## src/rtl/scam_pkg.sv

```systemverilog
package scam_pkg;

   localparam int unsigned DataWidth = 32;

   // Commands from the control sequencer to each sorting lane.
   typedef struct packed {
      logic insert;  // place the offered value into its sorted position
      logic rotate;  // move every cell one step toward the head, head wraps to the tail
   } lane_ctrl_type;

endpackage

```

## src/rtl/sort_and_compare_arrays.sv

```systemverilog
// Takes pairs of signed 32-bit elements, one for array A and one for array B,
// one transfer per cycle while loading, and keeps each array sorted as it
// arrives in its own lane of insertion cells, so no sort pass is needed at
// the end. Up to MAX_ELEMENTS pairs are kept; further pairs are dropped and
// reported through the overflowed flag. After the pair marked tlast, both
// lanes rotate once through all MAX_ELEMENTS cells while the heads are
// compared, then the n stored positions are sent out one per cycle as the
// output register frees up. Input is refused from the last pair until the
// final result has entered the output register.
module sort_and_compare_arrays #(
   parameter int unsigned MAX_ELEMENTS = 16
) (
   input  logic        clock,
   input  logic        reset,
   input  logic        req_tvalid,
   output logic        req_tready,
   input  logic [63:0] req_tdata,   // value_a [31:0], value_b [63:32]
   input  logic        req_tlast,   // last_pair
   output logic        rsp_tvalid,
   input  logic        rsp_tready,
   output logic [63:0] rsp_tdata,   // sorted_a [31:0], sorted_b [63:32]
   output logic [1:0]  rsp_tuser,   // arrays_match [0], overflowed [1]
   output logic        rsp_tlast    // last_out
);

   localparam int unsigned CntWidth = $clog2(MAX_ELEMENTS + 1);
   localparam int unsigned DW       = scam_pkg::DataWidth;

   typedef enum logic [1:0] {
      LOAD,
      COMPARE,
      EMIT
   } state_type;

   state_type            state_ff, state_in;
   logic [CntWidth-1:0]  cnt_ff, cnt_in;
   logic [CntWidth-1:0]  pos_ff, pos_in;
   logic                 ovf_ff, ovf_in;
   logic                 match_ff, match_in;
   logic                 rsp_valid_ff, rsp_valid_in;
   logic signed [DW-1:0] rsp_a_ff, rsp_b_ff;
   logic                 rsp_match_ff, rsp_ovf_ff, rsp_last_ff;

   scam_pkg::lane_ctrl_type lane_ctrl;
   logic signed [DW-1:0]    head_a, head_b;
   logic                    in_fire, emit_fire, room, final_pos;

   assign req_tready = (state_ff == LOAD);
   assign in_fire    = req_tvalid && req_tready;
   assign room       = (cnt_ff < CntWidth'(MAX_ELEMENTS));
   assign emit_fire  = (state_ff == EMIT) && (!rsp_valid_ff || rsp_tready);
   assign final_pos  = (pos_ff == cnt_ff - CntWidth'(1));

   assign lane_ctrl.insert = in_fire && room;
   assign lane_ctrl.rotate = (state_ff == COMPARE) || emit_fire;

   scam_lane #(.MAX_ELEMENTS(MAX_ELEMENTS)) u_lane_a (
      .clock (clock),
      .ctrl  (lane_ctrl),
      .count (cnt_ff),
      .value (req_tdata[DW-1:0]),
      .head  (head_a)
   );

   scam_lane #(.MAX_ELEMENTS(MAX_ELEMENTS)) u_lane_b (
      .clock (clock),
      .ctrl  (lane_ctrl),
      .count (cnt_ff),
      .value (req_tdata[2*DW-1:DW]),
      .head  (head_b)
   );

   always_comb begin
      state_in     = state_ff;
      cnt_in       = cnt_ff;
      pos_in       = pos_ff;
      ovf_in       = ovf_ff;
      match_in     = match_ff;
      rsp_valid_in = rsp_valid_ff && !rsp_tready;
      case (state_ff)
         LOAD: begin
            if (in_fire) begin
               if (room) begin
                  cnt_in = cnt_ff + CntWidth'(1);
               end else begin
                  ovf_in = 1'b1;
               end
               if (req_tlast) begin
                  state_in = COMPARE;
                  pos_in   = '0;
                  match_in = 1'b1;
               end
            end
         end
         COMPARE: begin
            // Only the stored positions count; the rotation still runs over
            // every cell so that the lanes end up in their original order.
            if ((pos_ff < cnt_ff) && (head_a != head_b)) begin
               match_in = 1'b0;
            end
            pos_in = pos_ff + CntWidth'(1);
            if (pos_ff == CntWidth'(MAX_ELEMENTS - 1)) begin
               state_in = EMIT;
               pos_in   = '0;
            end
         end
         EMIT: begin
            if (emit_fire) begin
               rsp_valid_in = 1'b1;
               pos_in       = pos_ff + CntWidth'(1);
               if (final_pos) begin
                  state_in = LOAD;
                  cnt_in   = '0;
                  ovf_in   = 1'b0;
               end
            end
         end
         default: begin
            state_in = LOAD;
         end
      endcase
   end

   always_ff @(posedge clock) begin
      if (reset) begin
         state_ff     <= LOAD;
         cnt_ff       <= '0;
         pos_ff       <= '0;
         ovf_ff       <= 1'b0;
         match_ff     <= 1'b0;
         rsp_valid_ff <= 1'b0;
      end else begin
         state_ff     <= state_in;
         cnt_ff       <= cnt_in;
         pos_ff       <= pos_in;
         ovf_ff       <= ovf_in;
         match_ff     <= match_in;
         rsp_valid_ff <= rsp_valid_in;
      end
   end

   always_ff @(posedge clock) begin
      if (emit_fire) begin
         rsp_a_ff     <= head_a;
         rsp_b_ff     <= head_b;
         rsp_match_ff <= match_ff;
         rsp_ovf_ff   <= ovf_ff;
         rsp_last_ff  <= final_pos;
      end
   end

   assign rsp_tvalid = rsp_valid_ff;
   assign rsp_tdata  = {rsp_b_ff, rsp_a_ff};
   assign rsp_tuser  = {rsp_ovf_ff, rsp_match_ff};
   assign rsp_tlast  = rsp_last_ff;

endmodule

```

## src/rtl/scam_lane.sv

```systemverilog
module scam_lane #(
   parameter int unsigned MAX_ELEMENTS = 16
) (
   input  logic                                    clock,
   input  scam_pkg::lane_ctrl_type                 ctrl,
   input  logic [$clog2(MAX_ELEMENTS + 1) - 1 : 0] count,
   input  logic signed [scam_pkg::DataWidth - 1:0] value,
   output logic signed [scam_pkg::DataWidth - 1:0] head
);

   localparam int unsigned CntWidth = $clog2(MAX_ELEMENTS + 1);

   logic signed [scam_pkg::DataWidth - 1:0] cell_ff [MAX_ELEMENTS];
   logic signed [scam_pkg::DataWidth - 1:0] cell_in [MAX_ELEMENTS];
   logic [MAX_ELEMENTS - 1:0] greater;

   // Cells 0..count-1 hold the values seen so far in ascending order. A new
   // value lands in front of the first cell that is larger; those behind move
   // up by one.
   for (genvar i = 0; i < MAX_ELEMENTS; i++) begin : g_cell
      logic occupied;
      logic take;
      logic signed [scam_pkg::DataWidth - 1:0] shift_src;

      assign occupied  = (CntWidth'(i) < count);
      assign greater[i] = occupied && (cell_ff[i] > value);
      assign take      = greater[i] || (CntWidth'(i) == count);

      if (i == 0) begin : g_first
         assign shift_src = value;
      end else begin : g_rest
         assign shift_src = greater[i - 1] ? cell_ff[i - 1] : value;
      end

      always_comb begin
         cell_in[i] = cell_ff[i];
         if (ctrl.rotate) begin
            cell_in[i] = cell_ff[(i + 1) % MAX_ELEMENTS];
         end else if (ctrl.insert && take) begin
            cell_in[i] = shift_src;
         end
      end

      always_ff @(posedge clock) begin
         cell_ff[i] <= cell_in[i];
      end
   end

   assign head = cell_ff[0];

endmodule

```

## config.mk

```make
export PLATFORM = sky130hd
export DESIGN_NAME = sort_and_compare_arrays
export DESIGN_NICKNAME = d
export VERILOG_FILES = /design/src/rtl/scam_pkg.sv /design/src/rtl/sort_and_compare_arrays.sv /design/src/rtl/scam_lane.sv
export SDC_FILE = /design/constraint.sdc
export NUM_CORES = 2
export LEC_CHECK = 0
export BUFFER_PORTS_ARGS = -buffer_cell sky130_fd_sc_hd__clkbuf_2
export CAP_MARGIN = 20
export CORE_MARGIN = 3
export CORE_UTILIZATION = 30
export DETAILED_ROUTE_END_ITERATION = 10
export SETUP_SLACK_MARGIN = 0.15
export SYNTH_ARGS = -nofsm -noshare
export SYNTH_HDL_FRONTEND = slang
export SYNTH_SLANG_ARGS = --single-unit
```

## constraint.sdc

```tcl
create_clock -name clock -period 8.7 [get_ports clock]
set_input_delay 0.87 -clock clock [delete_from_list [all_inputs] [get_ports clock]]
set_output_delay 0.87 -clock clock [all_outputs]
set_load 0.01 [all_outputs]
```

==> results.json <==
{
  "status": "finished, final reports clean",
  "fp.coreArea_mm2": 0.2466,
  "switchingPower_w": 0.007747,
  "p_sw_share_pct": 38.21,
  "clock-sinks": 1106,
  "fill_cells": 24530,
  "tritoncts": "yes",
  "dieArea_mm2": 0.2549,
  "finalCriticalPeriod_ns": 5.586,
  "power_frac_comb_pct": 29.9,
  "cts.path.max_buffers": 3,
  "tns_ns": 0,
  "final_hold_viol_count": 0,
  "syn-num-nets": 8058,
  "setup_violations": 0,
  "cts.clk_slew.worst_paths_ns": 0.06,
  "synth.ff_latch_count": 1106,
  "worst_ir_drop_vdd_mv": 0.2924,
  "pin_count": 138,
  "hp-class": "input pin to flip-flop",
  "ant_nets": 0,
  "slew_viol_final": 0,
  "final_area_mm2": 0.08404,
  "rows": 182,
  "pwr-share-clk_pct": 29.4,
  "port_buffers": 137,
  "ys_seq_area_share_pct": 44.29,
  "dr.pass1.iters": 6,
  "critPathMaxFanout": 35,
  "vias_per_cell": 6.363,
  "drv_cap": 0,
  "yosys.area.top_type": "edfxtp_1",
  "drive_gt1_share_pct": 9.370,
  "seqCellArea_mm2": 0.03306,
  "place_area_mm2": 0.07939,
  "cts_root_buffer": "clkbuf_16",
  "gr-usage-met3_pct": 4.342,
  "first_iter_violations": 10140,
  "via_count": 66000,
  "p_per_area_mw_per_mm2": 241.3,
  "start_kind": "input pin",
  "grt_start_max_net_pins": 199,
  "overflow": 0,
  "holdBufCountCts": 0,
  "synth_top_area_share_pct": 43.88,
  "synth_cell_types": 64,
  "slew_headroom_pct": 13.94,
  "htreeDepth": 4,
  "endpoint_kind": "flip-flop",
  "grt_setup_unrepaired": "false",
  "avgSynthCellArea_um2": 10.65,
  "areaGrowthSynthToFinish_pct": 12.58,
  "drc_errors": 0,
  "synthArstFlopShare_pct": 0,
  "chipWidth_um": 504.9,
  "wl_um": 332600,
  "finalPower_w": 0.02028,
  "die_h_um": 504.9,
  "post_cts_resized": 0,
  "start_util_pct": 30.27,
  "antenna_found_initial": 34,
  "gp_congestion": 0.9863,
  "p_int_w": 0.01253,
  "finalCritPeriodShare_pct": 64.20,
  "ys.flop_type": "edfxtp_1",
  "syn_inst": 7012,
  "nets": 7985,
  "yosys_warnings": 0,
  "use_met1_pct": 32.84,
  "post_cts_buffers": 0,
  "synth_area_leaders": "edfxtp_1 (44%), ha_1 (16%), a221o_1 (7.5%)",
  "tightestPinTransition_ns": 1.279,
  "seqPwrFrac_pct": 40.6,
  "grt_first_pass_wirelength_um": 465600,
  "cp_data_required_time_ns": 9.14,
  "busiest_layer": "met2",
  "fmax_mhz": 179.0,
  "synthesis.area_mm2": 0.07466,
  "crit_type": "input pin to flip-flop",
  "multi_input_area_mm2": 0.03948,
  "hpwlAfterDp_um": 235500,
  "synth_enable_flop_cells": 1091,
  "use_met2_pct": 38.53,
  "arrival_ns": 6.03,
  "worstSkewPairLatency_ns": 0.86,
  "skew_ns": 0.08503,
  "numCtsBuffers": 139,
  "leakage_nw": 32.24,
  "wl_per_cell_um": 32.07,
  "grt_usage_pct": 24.89,
  "grt_pass1_vias": 61560
}
[kinds of logic after synthesis]
group / Yosys count / share of synthesized area (%)
AO/OA/AOI/OAI: 1940 / 19.57
XOR/XNOR: 41 / 0.4810
adder cells (fa/ha/maj): 977 / 16.37
buffers and inverters: 657 / 3.799
flip-flops: 1106 / 44.29
multiplexers: 3 / 0.04022
AND/OR/NAND/NOR: 2288 / 15.45
[power groups by stage]
stage | combinational (W) | sequential, W | clock (W)
floorplan | 0.00367 | 0.00782 | 0
global placement | 0.00576 | 0.00827 | 0
detailed placement | 0.00592 | 0.00828 | 0
CTS | 0.00594 | 0.00818 | 0.00602
global route | 0.00650 | 0.00828 | 0.00622
finish | 0.00607 | 0.00824 | 0.00596
[sequential cells by signal, summed over array words and instances, names as in the netlist, 2 cells and up]
name              count
cnt_ff                5
rsp_a_ff             32
u_lane_a.cell_ff    512
u_lane_b.cell_ff    512
state_ff              2
rsp_b_ff             32
pos_ff                5
[routing by layer]
layer	part of all wire [%]	routed length (µm)
met3	9.5	31520
met1	40	131600
met2	45	148200
met5	0.0072	24
met4	6.4	21280
[cells in the final DEF, fill, tap and decap left out, types with 25 or more instances in the layout]
cell type     n
clkbuf_2    138
o221ai_1     30
a21o_1       53
nand4_1     184
nor2b_1      33
clkinv_1     25
ha_1        977
a221oi_1     31
nand3_1     533
inv_1       112
a221o_1     561
o21ai_4      31
clkbuf_1     28
o211a_1      27
xnor2_1      38
clkbuf_16   139
buf_4       176
nor2_1       98
and3_1      493
nor4_1       54
nand2_1     753
a21oi_1     444
or3_1        25
o21ai_0     170
o21a_1       29
and2_1       36
o211ai_1    416
edfxtp_1   1091
[stage by stage]
stage / setup WS [ns] / util (%) / cells / hold WS [ns]
6_report: 3.114 / 34.08 / 10370 / 0.3770
5_1_grt: 3.050 / 34.07 / 10360 / 0.3563
4_1_cts: 3.324 / 34.05 / 10350 / 0.3163
3_5_place_dp: 2.487 / 32.19 / 10110 / 0.5316
3_3_place_gp: 2.227 / 32.17 / 10100 / 0.5251
2_1_floorplan: 2.211 / - / 7012 / 0.4091
[synth_stat cells, types with 53 or more instances]
cell      count
edfxtp_1   1091
ha_1        977
nand2_1     753
a221o_1     561
nand3_1     534
and3_1      493
a21oi_1     457
o211ai_1    416
clkbuf_1    388
o21ai_0     202
nand4_1     184
inv_1       112
nor2_1      107
buf_2        88
nor4_1       58
a21o_1       53
[worst max-delay path: stages]
cell	delay, ns
clkbuf_2	0.39
inv_1	0.48
ha_1	0.47
a21oi_1	0.08
o21ai_0	0.66
a221oi_1	0.30
a31oi_1	0.31
a311oi_1	0.13
a211oi_4	0.18
buf_4	0.63
a21oi_1	0.17
o21ai_4	0.79
buf_4	0.47
[area by class of cell]
| cell class | count | share of cell area, % |
|---|---|---|
| multi-input cells | 5249 | 46.98 |
| flip-flops and latches | 1106 | 39.34 |
| well taps | 3312 | 4.931 |
| clock buffers | 171 | 4.329 |
| repair buffers | 330 | 2.729 |
| clock inverters | 75 | 1.137 |
| inverters | 113 | 0.5047 |
| diodes | 17 | 0.05062 |
[worst paths after layout]
kind                        endpoint  depth (start not counted)               startpoint  slack (ns)
max          u_lane_b.cell_ff[0][95]                         13            req_tdata[37]        3.11
min          u_lane_a.cell_ff[0][38]                          2             req_tdata[6]        0.38
max reg2reg  u_lane_b.cell_ff[0][95]                         11  u_lane_b.cell_ff[0][69]        3.71
min reg2reg             rsp_match_ff                          0                 match_ff        0.54
Note: power is estimated with default switching activity, not from simulation.
